==> src/sv/gpc_pkg.sv <==
// shared types, event codes and button layout for the gamepad poll conditioner
`timescale 1ns / 1ps

package gpc_pkg;

    localparam int NUM_BUTTONS = 14;
    localparam int NUM_ANALOG  = 6;

    // q1.15 full scale
    localparam logic [14:0] FULL_SCALE = 15'd32767;

    // event codes
    localparam logic [4:0] EV_BTN_LAST   = 5'd13;
    localparam logic [4:0] EV_AXIS_BASE  = 5'd14;
    localparam logic [4:0] EV_RTRIG      = 5'd19;

    // analog channel index of the right trigger
    localparam logic [2:0] CH_RTRIG      = 3'd5;
    localparam logic [2:0] CH_LTRIG      = 3'd4;

    localparam logic [14:0] TRIG_DIVISOR = 15'd255;
    localparam logic [30:0] TRIG_ROUND   = 31'd127;

    // divider request and response
    typedef struct packed {
        logic        start;
        logic [30:0] num;
        logic [14:0] den;
    } div_req_t;

    typedef struct packed {
        logic        busy;
        logic        done;
        logic [15:0] quot;
    } div_resp_t;

    // bit position of each button in the button word, in event order
    function automatic logic [3:0] button_bit(input logic [3:0] idx);
        logic [3:0] pos;
        unique case (idx)
            4'd0:    pos = 4'd12;  // a
            4'd1:    pos = 4'd13;  // b
            4'd2:    pos = 4'd14;  // x
            4'd3:    pos = 4'd15;  // y
            4'd4:    pos = 4'd0;   // up
            4'd5:    pos = 4'd1;   // down
            4'd6:    pos = 4'd2;   // left
            4'd7:    pos = 4'd3;   // right
            4'd8:    pos = 4'd6;   // left thumb
            4'd9:    pos = 4'd7;   // right thumb
            4'd10:   pos = 4'd5;   // back
            4'd11:   pos = 4'd4;   // start
            4'd12:   pos = 4'd8;   // left shoulder
            4'd13:   pos = 4'd9;   // right shoulder
            default: pos = 4'd10;  // unused bit
        endcase
        return pos;
    endfunction

endpackage

==> src/sv/gpc_div.sv <==
// shared restoring divider, one quotient bit per cycle
`timescale 1ns / 1ps

module gpc_div
(
    input  logic                clk,
    input  logic                rst_n,
    input  gpc_pkg::div_req_t   req,
    output gpc_pkg::div_resp_t  resp
);

    // quotient must fit in 16 bits: num < den * 2^16
    logic [4:0]  cnt_reg, cnt_next;
    logic        done_reg, done_next;
    logic [14:0] rem_reg, rem_next;
    logic [15:0] low_reg, low_next;
    logic [14:0] den_reg, den_next;

    logic [15:0] trial;
    logic        fits;

    always_comb
    begin
        trial     = {rem_reg, low_reg[15]};
        fits      = (trial >= {1'b0, den_reg});
        cnt_next  = cnt_reg;
        done_next = 1'b0;
        rem_next  = rem_reg;
        low_next  = low_reg;
        den_next  = den_reg;
        if (req.start)
        begin
            cnt_next = 5'd16;
            rem_next = req.num[30:16];
            low_next = req.num[15:0];
            den_next = req.den;
        end
        else if (cnt_reg != 5'd0)
        begin
            cnt_next  = cnt_reg - 5'd1;
            done_next = (cnt_reg == 5'd1);
            rem_next  = fits ? 15'(trial - {1'b0, den_reg}) : trial[14:0];
            low_next  = {low_reg[14:0], fits};
        end
    end

    always_ff @(posedge clk or negedge rst_n)
    begin
        if (!rst_n)
        begin
            cnt_reg  <= 5'd0;
            done_reg <= 1'b0;
        end
        else
        begin
            cnt_reg  <= cnt_next;
            done_reg <= done_next;
        end
    end

    always_ff @(posedge clk)
    begin
        rem_reg <= rem_next;
        low_reg <= low_next;
        den_reg <= den_next;
    end

    assign resp.busy = (cnt_reg != 5'd0);
    assign resp.done = done_reg;
    assign resp.quot = low_reg;

endmodule

==> src/sv/gamepad_poll_conditioner_top.sv <==
// gamepad poll conditioner: button edge events, stick deadzone and trigger scaling
// sequence: after the poll transfer the buttons are scanned, each changed one loaded into
//   the output register, then each analog channel has a setup step, a run of the shared
//   16-step divider and a step to write the event
// one poll at a time, taken only in idle; a stick inside the deadzone skips the divider
// reset: rst_n is asynchronous, clears the stored button words and the deadzone to zero
`timescale 1ns / 1ps

module gamepad_poll_conditioner_top
#(
    parameter int PORTS = 4
)
(
    input  logic        clk,
    input  logic        rst_n,

    // configuration: stick deadzone, q0.15
    input  logic        cfg_we,
    input  logic [14:0] cfg_wdata,

    // poll input
    input  logic        s_axis_tvalid,
    output logic        s_axis_tready,
    // buttons[15:0], left_stick_x[31:16], left_stick_y[47:32],
    // right_stick_x[63:48], right_stick_y[79:64], left_trigger[87:80],
    // right_trigger[95:88]
    input  logic [95:0] s_axis_tdata,
    // port[1:0]
    input  logic [1:0]  s_axis_tuser,

    // event output
    output logic        m_axis_tvalid,
    input  logic        m_axis_tready,
    // event_value[15:0]
    output logic [15:0] m_axis_tdata,
    // event_code[4:0], event_port[6:5]
    output logic [6:0]  m_axis_tuser,
    // last_event
    output logic        m_axis_tlast
);

    localparam int PIDX_W = (PORTS > 1) ? $clog2(PORTS) : 1;

    // sequencer states
    typedef enum logic [4:0] {
        ST_IDLE  = 5'b00001,
        ST_BTN   = 5'b00010,
        ST_LOAD  = 5'b00100,
        ST_DIV   = 5'b01000,
        ST_WRITE = 5'b10000
    } state_t;

    state_t      state_reg, state_next;
    logic [3:0]  bidx_reg, bidx_next;     // button scan index
    logic [2:0]  kidx_reg, kidx_next;     // analog channel index
    logic [14:0] dz_reg;

    // poll held for the whole sequence
    logic [1:0]  port_reg;
    logic [15:0] now_reg;
    logic [15:0] before_reg;
    logic [15:0] axis_reg [4];
    logic [7:0]  trig_reg [2];
    logic        neg_reg, neg_next;
    logic        zero_reg, zero_next;

    // last button word per port
    logic [15:0] last_buttons_reg [PORTS];

    // output register
    logic        m_valid_reg, m_valid_next;
    logic [4:0]  m_code_reg;
    logic [1:0]  m_port_reg;
    logic [15:0] m_value_reg;
    logic        m_last_reg;

    logic        out_load;
    logic [4:0]  out_code;
    logic [15:0] out_value;
    logic        out_last;
    logic        out_free;

    logic        accept;
    logic        port_ok;
    logic [PIDX_W-1:0] pidx;

    // button scan
    logic [3:0]  bpos;
    logic        bchanged;

    // analog setup
    logic [15:0] raw;
    logic [15:0] mag16;
    logic [14:0] mag;
    logic [14:0] span;
    logic [14:0] diff;
    logic [7:0]  trig;
    logic        setup_neg;
    logic        setup_zero;
    logic [30:0] setup_num;
    logic [14:0] setup_den;

    // divider result
    logic [14:0] qclamp;
    logic [15:0] qsigned;

    gpc_pkg::div_req_t  div_req;
    gpc_pkg::div_resp_t div_resp;

    gpc_div u_div
    (
        .clk   (clk),
        .rst_n (rst_n),
        .req   (div_req),
        .resp  (div_resp)
    );

    assign s_axis_tready = (state_reg == ST_IDLE);
    assign accept        = s_axis_tvalid && s_axis_tready;
    assign port_ok       = (32'(s_axis_tuser) < PORTS);
    assign pidx          = PIDX_W'(s_axis_tuser);
    assign out_free      = !m_valid_reg || m_axis_tready;

    assign bpos     = gpc_pkg::button_bit(bidx_reg);
    assign bchanged = now_reg[bpos] ^ before_reg[bpos];

    // analog channel setup: magnitude, deadzone test and divider operands
    always_comb
    begin
        raw        = axis_reg[kidx_reg[1:0]];
        trig       = trig_reg[kidx_reg[0]];
        mag16      = raw[15] ? 16'(-raw) : raw;
        // -32768 clamps to -1.0
        mag        = mag16[15] ? gpc_pkg::FULL_SCALE : mag16[14:0];
        span       = gpc_pkg::FULL_SCALE - dz_reg;
        diff       = mag - dz_reg;
        if (kidx_reg < gpc_pkg::CH_LTRIG)
        begin
            setup_neg  = raw[15];
            setup_zero = (mag <= dz_reg);
            // diff * 32767 + span / 2
            setup_num  = (31'(diff) << 15) - 31'(diff) + 31'(span[14:1]);
            setup_den  = span;
        end
        else
        begin
            setup_neg  = 1'b0;
            setup_zero = 1'b0;
            // t * 32767 + 127 over 255 rounds to nearest
            setup_num  = (31'(trig) << 15) - 31'(trig) + gpc_pkg::TRIG_ROUND;
            setup_den  = gpc_pkg::TRIG_DIVISOR;
        end
    end

    assign div_req.start = (state_reg == ST_LOAD) && !setup_zero;
    assign div_req.num   = setup_num;
    assign div_req.den   = setup_den;

    assign qclamp  = div_resp.quot[15] ? gpc_pkg::FULL_SCALE : div_resp.quot[14:0];
    assign qsigned = neg_reg ? 16'(-{1'b0, qclamp}) : {1'b0, qclamp};

    // sequencer
    always_comb
    begin
        state_next = state_reg;
        bidx_next  = bidx_reg;
        kidx_next  = kidx_reg;
        neg_next   = neg_reg;
        zero_next  = zero_reg;
        out_load   = 1'b0;
        out_code   = 5'(bidx_reg);
        out_value  = 16'd0;
        out_last   = 1'b0;
        unique case (state_reg)
            ST_IDLE:
            begin
                bidx_next = 4'd0;
                kidx_next = 3'd0;
                // polls of ports beyond the table are dropped
                if (accept && port_ok)
                begin
                    state_next = ST_BTN;
                end
            end
            ST_BTN:
            begin
                // one button per cycle; a changed button waits for a free output
                if (!bchanged || out_free)
                begin
                    out_load  = bchanged;
                    out_code  = 5'(bidx_reg);
                    out_value = now_reg[bpos] ? {1'b0, gpc_pkg::FULL_SCALE} : 16'd0;
                    if (5'(bidx_reg) == gpc_pkg::EV_BTN_LAST)
                    begin
                        state_next = ST_LOAD;
                    end
                    else
                    begin
                        bidx_next = bidx_reg + 4'd1;
                    end
                end
            end
            ST_LOAD:
            begin
                neg_next   = setup_neg;
                zero_next  = setup_zero;
                state_next = setup_zero ? ST_WRITE : ST_DIV;
            end
            ST_DIV:
            begin
                if (div_resp.done)
                begin
                    state_next = ST_WRITE;
                end
            end
            ST_WRITE:
            begin
                if (out_free)
                begin
                    out_load  = 1'b1;
                    out_code  = gpc_pkg::EV_AXIS_BASE + 5'(kidx_reg);
                    out_value = zero_reg ? 16'd0 : qsigned;
                    out_last  = (kidx_reg == gpc_pkg::CH_RTRIG);
                    if (kidx_reg == gpc_pkg::CH_RTRIG)
                    begin
                        state_next = ST_IDLE;
                    end
                    else
                    begin
                        kidx_next  = kidx_reg + 3'd1;
                        state_next = ST_LOAD;
                    end
                end
            end
            default:
            begin
                state_next = ST_IDLE;
            end
        endcase
    end

    always_comb
    begin
        if (out_load)
        begin
            m_valid_next = 1'b1;
        end
        else
        begin
            m_valid_next = m_valid_reg && !m_axis_tready;
        end
    end

    // control state
    always_ff @(posedge clk or negedge rst_n)
    begin
        if (!rst_n)
        begin
            state_reg   <= ST_IDLE;
            bidx_reg    <= 4'd0;
            kidx_reg    <= 3'd0;
            m_valid_reg <= 1'b0;
            dz_reg      <= 15'd0;
        end
        else
        begin
            state_reg   <= state_next;
            bidx_reg    <= bidx_next;
            kidx_reg    <= kidx_next;
            m_valid_reg <= m_valid_next;
            if (cfg_we)
            begin
                dz_reg <= cfg_wdata;
            end
        end
    end

    // stored button words; the new word replaces the old one at the poll transfer
    always_ff @(posedge clk or negedge rst_n)
    begin
        if (!rst_n)
        begin
            for (int i = 0; i < PORTS; i++)
            begin
                last_buttons_reg[i] <= 16'd0;
            end
        end
        else if (accept && port_ok)
        begin
            last_buttons_reg[pidx] <= s_axis_tdata[15:0];
        end
    end

    // payload
    always_ff @(posedge clk)
    begin
        neg_reg  <= neg_next;
        zero_reg <= zero_next;
        if (accept && port_ok)
        begin
            port_reg    <= s_axis_tuser;
            now_reg     <= s_axis_tdata[15:0];
            before_reg  <= last_buttons_reg[pidx];
            axis_reg[0] <= s_axis_tdata[31:16];
            axis_reg[1] <= s_axis_tdata[47:32];
            axis_reg[2] <= s_axis_tdata[63:48];
            axis_reg[3] <= s_axis_tdata[79:64];
            trig_reg[0] <= s_axis_tdata[87:80];
            trig_reg[1] <= s_axis_tdata[95:88];
        end
        if (out_load)
        begin
            m_code_reg  <= out_code;
            m_port_reg  <= port_reg;
            m_value_reg <= out_value;
            m_last_reg  <= out_last;
        end
    end

    assign m_axis_tvalid = m_valid_reg;
    assign m_axis_tdata  = m_value_reg;
    assign m_axis_tuser  = {m_port_reg, m_code_reg};
    assign m_axis_tlast  = m_last_reg;

`ifndef SYNTHESIS
    // only the right trigger event closes a poll
    assert property (@(posedge clk) disable iff (!rst_n)
        m_axis_tvalid && m_axis_tlast |-> m_axis_tuser[4:0] == gpc_pkg::EV_RTRIG)
        else $error("last flag on an event other than the right trigger");

    // the divider is never left running when a new poll can enter
    assert property (@(posedge clk) disable iff (!rst_n)
        s_axis_tready |-> !div_resp.busy)
        else $error("divider busy while idle");

    // a poll of a valid port keeps the input closed for the next cycle
    assert property (@(posedge clk) disable iff (!rst_n)
        s_axis_tvalid && s_axis_tready && port_ok |=> !s_axis_tready)
        else $error("input still open after a poll transfer");

    // values are symmetric: -1.0 is -32767, never the most negative code
    assert property (@(posedge clk) disable iff (!rst_n)
        m_axis_tvalid |-> m_axis_tdata != 16'h8000)
        else $error("event value out of q1.15 range");

    // a divider result is only awaited after a start
    assert property (@(posedge clk) disable iff (!rst_n)
        state_reg == ST_DIV |-> div_resp.busy || div_resp.done)
        else $error("waiting on an idle divider");
`endif

endmodule

==> config.mk <==
export PLATFORM = sky130hd
export DESIGN_NAME = gamepad_poll_conditioner_top
export DESIGN_NICKNAME = d
export VERILOG_FILES = /design/src/sv/gpc_pkg.sv /design/src/sv/gpc_div.sv /design/src/sv/gamepad_poll_conditioner_top.sv
export SDC_FILE = /design/constraint.sdc
export NUM_CORES = 1
export LEC_CHECK = 0
export BUFFER_PORTS_ARGS = -buffer_cell sky130_fd_sc_hd__buf_2
export CAP_MARGIN = 20
export CORE_UTILIZATION = 35
export DETAILED_ROUTE_END_ITERATION = 8
export PLACE_DENSITY_LB_ADDON = 0.05
export SLEW_MARGIN = 20
export SYNTH_ARGS = -nofsm -noshare
export SYNTH_HDL_FRONTEND = slang
export SYNTH_SLANG_ARGS = --single-unit
==> constraint.sdc <==
create_clock -name clk -period 9.4 [get_ports clk]
set_input_delay 0.94 -clock clk [delete_from_list [all_inputs] [get_ports clk]]
set_output_delay 0.94 -clock clk [all_outputs]
set_load 0.01 [all_outputs]
* Word-level counts from Yosys, hierarchy flattened *
Memories as Yosys holds them, arrays and structs flattened.
Index checks and enable logic that the tools add are counted.

operators by class
  add/sub/neg operators = 13
  order comparisons = 6
  eq/ne operators = 15
  multiplexer cells = 52
  bitwise logic cells = 2
  reductions and logical operators = 18

operators with widths
  kind                                                                    number
  16-bit two-way mux                                                      9
  15-bit two-way mux                                                      7
  64-bit bitwise mux                                                      1
  5-bit two-way mux                                                       8
  16-bit binary-select mux with 2-bit select                              1
  16-bit demux with 2-bit select                                          1
  16-bit one-hot mux with 2 select lines                                  1
  31-bit by 14-bit adder with 31-bit output                               1
  31-bit two-way mux                                                      1
  30-bit by 15-bit subtractor with 31-bit output                          1
  15-bit subtractor                                                       2
  24-bit by 8-bit adder with 25-bit output (second input constant)        1
  5-bit one-hot mux with 5 select lines                                   1
  23-bit by 8-bit subtractor with 24-bit output                           1
  16-bit by 15-bit >= comparator with 1-bit output                        1
  4-bit two-way mux                                                       4
  15-bit negator with 16-bit output                                       1
  16-bit negator                                                          1
  15-bit <= comparator                                                    1
  15-bit subtractor (first input constant)                                1
  5-bit by 1-bit equality test with 1-bit output (second input constant)  2
  1-bit two-way mux                                                       10
  2-bit != test (second input constant)                                   5
  3-bit two-way mux                                                       3
  other kinds (29)                                                        41

word-level totals
  flip-flop bits (word level) = 204
  bits in writable memories = 80
  memory bits (read-only) = 64
  bits of input ports = 118
  output and inout bits = 26
  logic and storage cells = 133
  memories kept = 3

memories
  memory           words  bits a word  rd ports  clocked after Yosys merged registers in  write ports  RTL line                            source
  (no name shown)  16     4            1         0                                        0            gpc_pkg.sv:40                       unique case (idx)
  axis_reg         4      16           1         0                                        4            gamepad_poll_conditioner_top.sv:62  logic [15:0] axis_reg [4];
  trig_reg         2      8            1         0                                        2            gamepad_poll_conditioner_top.sv:63  logic [7:0] trig_reg [2];

* Depth between registers and ports, before layout *
Gate-level depths: netlist of the first run.
An unclocked memory read counts as a cell.

  depth after elaboration = 9
  depth in mapped cells = 28
  gate-level depth less buffers = 26

* Modules after synthesis *
A second synthesis of the first run with hierarchy kept.

second synthesis, totals
  cells, all modules = 1,413
  area total of the unflattened synthesis = 16,200.5 sq um

by module, submodules not included
  module                        times used  cells an instance  area each (sq um)  seq. area each (sq um)
  gamepad_poll_conditioner_top  1           1,161              13,244.0           6,507.5
  gpc_div                       1           252                2,956.6            1,531.5

* Worst setup path after synthesis of the first run *
OpenSTA, ideal clock, no wires.

  kind = reg2reg
  start point = register kidx_reg[0]
  end point = register u_div.rem_reg[9] (data pin)
  setup time = 0.270 ns
  arrival = 6.613 ns
  required time = 9.130 ns
  slack = 2.517 ns
  cell stages (with the launch flop) = 28
  path buffers = 2
  clock period less this slack = 6.883 ns
  cell sequence = dfrtp_1 > buf_6 > mux4_2 > or3_1 > or3_4 > nor3_4 > nand2_2 > or4b_4 > buf_6 > nand2_1 > ha_1 > a21o_1 > nor3_1 > a21oi_1 > xor2_1 > inv_1 > ha_1 > or3_1 > or3_1 > o221ai_1 > o22ai_1 > a222oi_1 > o41a_1 > o221ai_1 > a21oi_1 > o21ai_1 > mux2i_1 > o211ai_1

on the way
  word-level cells in the longest chain between the ends = 9
  elaborated cells on any way between the ends = 17
  classes of those cells = add/sub: 6; order compare: 2; mux: 5; reduce/logical: 2; memory: 2

ends and longest elaborated chain
  item                                                                                        RTL line                                                                  source
  start, declared                                                                             gamepad_poll_conditioner_top.sv:55                                        logic [2:0] kidx_reg, kidx_next;
  start signal, assigned                                                                      gamepad_poll_conditioner_top.sv:269                                       kidx_reg <= kidx_next;
  memory 4 x 16 bit                                                                           n/a
  16-bit negator                                                                              gamepad_poll_conditioner_top.sv:132                                       mag16 = raw[15] ? 16'(-raw) : raw;
  16-bit two-way mux                                                                          gamepad_poll_conditioner_top.sv:132
  15-bit two-way mux                                                                          gamepad_poll_conditioner_top.sv:134                                       mag = mag16[15] ? gpc_pkg::FULL_SCALE : mag16[14:0];
  15-bit subtractor / 15-bit <= comparator (equally long branches)                            gamepad_poll_conditioner_top.sv:136, gamepad_poll_conditioner_top.sv:140
  30-bit by 15-bit subtractor with 31-bit output / 1-bit two-way mux (equally long branches)  gamepad_poll_conditioner_top.sv:142, gamepad_poll_conditioner_top.sv:137
  31-bit by 14-bit adder with 31-bit output / 1-bit logical NOT (equally long branches)       gamepad_poll_conditioner_top.sv:142, gamepad_poll_conditioner_top.sv:155
  31-bit two-way mux / 1-bit logical AND (equally long branches)                              gamepad_poll_conditioner_top.sv:137, gamepad_poll_conditioner_top.sv:155
  15-bit two-way mux *                                                                        gpc_div.sv:31                                                             if (req.start)
  net u_div.rem_next[9]                                                                       gpc_div.sv:15                                                             logic [14:0] rem_reg, rem_next;
  end signal, assigned                                                                        gpc_div.sv:63                                                             rem_reg <= rem_next;
  end, declared                                                                               gpc_div.sv:15

Mark *: on every way through the listed nets, which the timed path passes. The rest lies on a longest branch.
A chain may end at the register's enable or synchronous reset.

* Final worst setup path of the first run *
  start point = register kidx_reg[0]
  end point = register u_div.low_reg[15] (data pin)

on the way
  word-level cells in the longest chain between the ends = 9
  elaborated cells on any way between the ends = 17
  classes of those cells = add/sub: 6; order compare: 2; mux: 5; reduce/logical: 2; memory: 2

ends and longest elaborated chain
  item                                                                                        RTL line                                                                  source
  memory 4 x 16 bit                                                                           n/a
  16-bit negator                                                                              gamepad_poll_conditioner_top.sv:132
  16-bit two-way mux                                                                          gamepad_poll_conditioner_top.sv:132
  15-bit two-way mux                                                                          gamepad_poll_conditioner_top.sv:134
  15-bit subtractor / 15-bit <= comparator (equally long branches)                            gamepad_poll_conditioner_top.sv:136, gamepad_poll_conditioner_top.sv:140
  30-bit by 15-bit subtractor with 31-bit output / 1-bit two-way mux (equally long branches)  gamepad_poll_conditioner_top.sv:142, gamepad_poll_conditioner_top.sv:137
  31-bit by 14-bit adder with 31-bit output / 1-bit logical NOT (equally long branches)       gamepad_poll_conditioner_top.sv:142, gamepad_poll_conditioner_top.sv:155
  31-bit two-way mux / 1-bit logical AND (equally long branches)                              gamepad_poll_conditioner_top.sv:137, gamepad_poll_conditioner_top.sv:155
  16-bit two-way mux *                                                                        gpc_div.sv:31
  net u_div.low_next[15]                                                                      gpc_div.sv:16                                                             logic [15:0] low_reg, low_next;
  end signal, assigned                                                                        gpc_div.sv:64                                                             low_reg <= low_next;
  end, declared                                                                               gpc_div.sv:16

Marked as above.

==> results of run 1 <==
## layout by cell type (no fill, tap or decap), types with 7 or more instances in the layout
cell type and count:
o211ai_1 11, o21ai_0 82, nand2b_1 17, nand3b_1 8
o21a_1 10, xnor2_1 45, nand4_1 12, a21o_1 16
dfrtp_1 96, mux2_2 68, edfxtp_1 186, o21ai_1 11
a211oi_1 9, a31oi_1 15, mux2i_1 33, xor2_1 31
inv_1 60, clkbuf_1 12, o31ai_1 7, mux4_2 36
or3_1 18, o2111ai_1 8, clkbuf_16 35, ha_1 52
buf_4 14, a21oi_1 57, nor2b_1 15, nor2_1 114
and3_1 14, nor3_1 38, nand2_1 133, buf_2 142
nand3_1 28
## cell families (layout without fill, tap and decap cells)
family,after synthesis,count (layout),synth area share
xor+xnor,77,77,0.0422
buf+inv,121,281,0.0307
flops,284,284,0.503
compound gates,288,288,0.119
mux,139,139,0.121
simple gates,449,449,0.138
fa+ha+maj,57,57,0.0458
## final cells by class
| type | count | area share |
|---|---|---|
| Multi-Input combinational cell | 1010 | 0.405 |
| Timing Repair Buffer | 156 | 0.0442 |
| Tap cell | 592 | 0.0401 |
| Sequential cell | 284 | 0.436 |
| Clock buffer | 47 | 0.0499 |
| Inverter | 62 | 0.0127 |
| Clock inverter | 16 | 0.0123 |
## worst max path at each step
stage	startpoint	slack (ns)	endpoint	cells after the start
after global routing	kidx_reg[0]$_DFFE_PN0P_	0.59	u_div.low_reg[15]$_DFFE_PP_	25
final	kidx_reg[0]$_DFFE_PN0P_	1.12	u_div.low_reg[15]$_DFFE_PP_	25
after global placement	kidx_reg[0]$_DFFE_PN0P_	1.43	u_div.rem_reg[9]$_DFFE_PP_	25
after detailed placement	kidx_reg[0]$_DFFE_PN0P_	1.28	u_div.low_reg[15]$_DFFE_PP_	25
after CTS	kidx_reg[0]$_DFFE_PN0P_	1.22	u_div.low_reg[15]$_DFFE_PP_	25
after floorplan	kidx_reg[0]$_DFFE_PN0P_	2.52	u_div.rem_reg[9]$_DFFE_PP_	27
## worst max-delay path: stages, from the launching register on
cell,delay [ns]
dfrtp_2,0.81
mux4_2,0.64
or3_1,0.41
or3_4,0.42
nor3_4,0.27
nand2_2,0.10
or4b_4,0.63
nand2_1,0.12
ha_1,0.27
a21o_1,0.19
nor3_1,0.34
a21oi_1,0.15
xor2_1,0.42
inv_1,0.16
ha_1,0.22
or3_1,0.39
or3_1,0.33
o221ai_1,0.15
o22ai_1,0.13
a222oi_1,0.37
o41a_1,0.24
o221ai_1,0.23
a21oi_1,0.39
o21ai_1,0.25
mux2i_1,0.23
o211ai_1,0.11
## through the flow
step                      hold slack, ns  setup slack (ns)  cell area [um^2]  cells
final                              0.424              1.12             18500   2167
after global routing               0.430             0.587             18500   2167
after CTS                          0.425              1.22             18500   2167
after detailed placement           0.411              1.28             17300   2104
after global placement             0.408              1.43             17300   2103
after floorplan                    0.400              2.52             16000   1415
## power by group through the flow
stage / logic (W) / clock network [W] / registers (W)
finish: 0.00355 / 0.00137 / 0.00208
CTS: 0.00356 / 0.00141 / 0.00208
detailed placement: 0.00354 / 0 / 0.00211
global placement: 0.00352 / 0 / 0.00210
global route: 0.00391 / 0.00146 / 0.00213
floorplan: 0.00258 / 0 / 0.00204
## metal layers
layer,global-route usage,up-vias
li1,-,5536
met1,0.262,5553
met2,0.288,209
met3,0.0295,61
met4,0.0662,4
met5,0,-
==> reports/results.ini, run 1 <==
[global_routing]
grt_pass1_vias = 11400
grt_pass1_wl_um = 66800
grt_overflow = 0
grt_max_degree = 62
grt_use_total = 0.186
grt_antenna_before_repair = 3

[power_and_ir_drop]
p_switching_w = 0.00293
seq_power_share = 0.297
pwr-share-clk = 0.196
vdd_drop_max_mv = 0.155
leakagePower_nw = 7.24
p_per_area_nw_per_um2 = 379
p_sw_frac = 0.419
p_comb_frac = 0.507
intPower_w = 0.00407
power_w = 0.00700

[floorplanning]
coreArea_um2 = 44600
die_x_um = 216
io_pins = 144
rows = 77
fp.dieArea_um2 = 46500
start_util = 0.358
die_h_um = 216

[timing]
tightest_slew_ns = 1.10
timing.final.crit_share = 0.880
max_freq_ghz = 0.121
finalHoldViolCount = 0
rsz0062_at_grt = no
fin_crit_ns = 8.28
setup_tns_ns = 0
worst_clock_skew_ns = 0.0169
finalSetupViolCount = 0
final-max-slew-violation-count = 0
slew_headroom = 0.265

[place]
place_congestion = 0.861
hpwlAfterDp_um = 31800
io_buffer_count = 143

[finish]
ff_latch_area_um2 = 8040
antenna_cells = 0
fin_util = 0.414
fill_cells = 4267
nets = 1722
drive_gt1_frac = 0.221
multi_input_area_um2 = 7480
synthToLayoutAreaGrowth_pct = 15.6

[worst_setup_path]
cp_data_arrival_time_ns = 8.57
reg2reg_to = u_div.low_reg[15]$_DFFE_PP_
rr_worst_depth = 25
cp-start-kind = register
crit_path_max_fanout = 26
reg2reg_from = kidx_reg[0]$_DFFE_PN0P_
worstSetupPathType = reg2reg
r2r_slack_ns = 1.12
endpoint_kind = register
critPathRequiredTime_ns = 9.69

[clocking]
h-tree-depth = 2
cts-buffers-inserted = 35
cts_root_buf = clkbuf_16
cts_resized = 0
clk_path_buf_depth = 3
clkTransAtPathRegs_ns = 0.06
cts_tree = yes
cts_sinks = 284
post_cts_buffers = 0
clk_latency_ns = 0.56
hold_buffers = 0

[synth]
synth_area_um2 = 16000
syn_nets = 1588
yosysMostFrequentCell = edfxtp_1
ys_types = 96
synth_top_area_cell = edfxtp_1
netlist_instances = 1415
synthFlopType = edfxtp_1
synth_top_area_share = 0.350
synth-seq-area-share = 0.503
ys_ff_latch = 284
ys_warn_count = 0
syn_avg_cell_area_um2 = 11.3
synth_commonest_cells = 186 x edfxtp_1, 133 x nand2_1, 115 x nor2_1
synth.top_cells.by_area = edfxtp_1 35%, dfrtp_1 15%, mux4_2 5.1%, mux2_2 4.8%, ha_1 4.1%
synth_edf_count = 186
synthArstFlopShare = 0.345

[route]
wl_um = 42600
first_pass_iters = 5
wl_met2_um = 19300
wl_met1_um = 20300
wl_per_cell_um = 19.6
drt_iter0_drc = 605
dr_wl_met3_um = 1570
top_layer = met5
vias_per_cell = 5.24
antenna_left = 0
drc = 0
vias = 11400

[min_path]
hold_end = m_port_reg[0]$_DFFE_PP_
hold_depth = 0
min_from = port_reg[0]$_DFFE_PP_
hold_class = reg2reg

[outcome]
outcome = finished clean

[flow_run]
drv_cap = 0

(Power assumes the default switching activity.)
==> inputs of run 2 (changes only) <==
Clock period 9.4 ns to 9.85 ns, I/O delays scaled along.
==> run 2 against run 1 <==
  * Clock skew is 0.0048 ns higher
  * Worst setup slack better by 0.62 ns
  * Critical path type unchanged
  * Worst hold slack worse by 0.037 ns
  * Sequential share of layout area is 0.062 points higher
  * First-iteration DRC count is 6.1% higher
  * Total power is 4.7% lower
==> reports/results.ini, run 2 (synthesis results as in run 1) <==
[clocking]
clk_latency_ns = 0.55
cts_tree = yes
clk_path_buf_depth = 3
hold_buffers = 0
clkTransAtPathRegs_ns = 0.06
cts_resized = 0
h-tree-depth = 2
cts-buffers-inserted = 35
cts_root_buf = clkbuf_16
post_cts_buffers = 0
cts_sinks = 284

[worst_setup_path]
crit_path_max_fanout = 23
critPathRequiredTime_ns = 10.12
r2r_slack_ns = 1.75
reg2reg_to = u_div.low_reg[15]$_DFFE_PP_
crit_path_top_delay_cell = dfrtp_2
cp_data_arrival_time_ns = 8.37
rr_worst_depth = 25
crit_path_start = kidx_reg[0]$_DFFE_PN0P_
cp-start-kind = register
reg2reg_from = kidx_reg[0]$_DFFE_PN0P_
endpoint_kind = register
crit_top_cell = or3_1
max_stage_delay_ns = 0.72
worstSetupPathType = reg2reg

[floorplanning]
io_pins = 144
rows = 77
coreArea_um2 = 44600
die_x_um = 216
die_h_um = 216
fp.dieArea_um2 = 46500
start_util = 0.358

[min_path]
hold_class = in2async

[timing]
worst_clock_skew_ns = 0.0217
tightest_slew_ns = 1.12
finalHoldViolCount = 0
finalSetupViolCount = 0
setup_tns_ns = 0
fin_crit_ns = 8.10
timing.final.crit_share = 0.823
worst_slack_ns = 1.75
final-max-slew-violation-count = 0
slew_headroom = 0.252
max_freq_ghz = 0.123
rsz0062_at_grt = no
whs_ns = 0.387

[finish]
nets = 1721
synthToLayoutAreaGrowth_pct = 15.4
antenna_cells = 0
final_cell_mix = 186 x edfxtp_1, 142 x buf_2, 133 x nand2_1, 114 x nor2_1, 96 x dfrtp_1
drive_gt1_frac = 0.221
final_common_cell = edfxtp_1
fin_util = 0.413

[route]
antenna_left = 0
first_pass_iters = 5
vias = 11300
wl_um = 43100
wl_per_cell_um = 19.9
drc = 0
drt_iter0_drc = 642
vias_per_cell = 5.23

[global_routing]
grt_overflow = 0
grt_max_degree = 82
grt_antenna_before_repair = 4
grt_pass1_vias = 11300
grt_pass1_wl_um = 66800
grt_use_total = 0.187

[power_and_ir_drop]
power_w = 0.00667
p_per_area_nw_per_um2 = 362
leakagePower_nw = 7.23
vdd_drop_max_mv = 0.175

[place]
post-place-ws_ns = 1.80
io_buffer_count = 143
hpwlAfterDp_um = 32100
place_congestion = 0.859

[flow_run]
drv_cap = 0

[outcome]
outcome = finished clean

-- run 2: cell count changes in the layout (fill, tap and decap cells not counted), sizes merged --
cell | previous run | this run
clkinv | 5 | 14
clkbuf | 47 | 41
inv | 68 | 63
buf | 156 | 155
bufinv | 4 | 3
-- run 2: worst max-delay path: cells and delay by family, from the launching register on --
kind | cells | cell delay (ns)
adder cells (fa/ha/maj) | 2 | 0.48
buffers and inverters | 1 | 0.16
AO/OA/AOI/OAI | 10 | 2.19
XOR/XNOR | 1 | 0.38
flip-flops | 1 | 0.72
AND/OR/NAND/NOR | 9 | 3.04
multiplexers | 2 | 0.84
-- run 2: per-layer routing --
metal  routed length (um)  up-vias  global-route usage  share of wire
met3                 1680       79              0.0300          0.039
met2                19300      237               0.289           0.45
met5                   43        -                   0         0.0010
met1                20400     5460               0.259           0.47
li1                     -     5541                   -              -
met4                 1710        6              0.0809          0.040
-- run 2: worst max-delay path by stage --
stage / endpoint / slack (ns) / cells after the start
finish: u_div.low_reg[15]$_DFFE_PP_ / 1.75 / 25
global placement: u_div.rem_reg[9]$_DFFE_PP_ / 2.02 / 25
CTS: u_div.low_reg[15]$_DFFE_PP_ / 1.76 / 25
detailed placement: u_div.low_reg[15]$_DFFE_PP_ / 1.80 / 25
floorplan: u_div.rem_reg[9]$_DFFE_PP_ / 2.97 / 27
global route: u_div.low_reg[15]$_DFFE_PP_ / 1.20 / 25
-- run 2: report_power, final --
group	switching, W	internal [W]
Clock	0.000522	0.000749
Sequential	0.000209	0.00178
Combinational	0.00209	0.00133
-- run 2: area by class of cell --
cell class              instances  area [um^2]
well taps                     592          741
multi-input cells            1010         7480
repair buffers                155          808
clock buffers                  41          918
flip-flops and latches        284         8040
fillers                      4339        26200
inverters                      62          235
clock inverters                19          204
-- run 2: through the flow --
stage / cell area [um^2] / instances
after floorplan: 16000 / 1415
after global placement: 17300 / 2103
after detailed placement: 17300 / 2103
after CTS: 18400 / 2163
after global routing: 18400 / 2163
final: 18400 / 2163
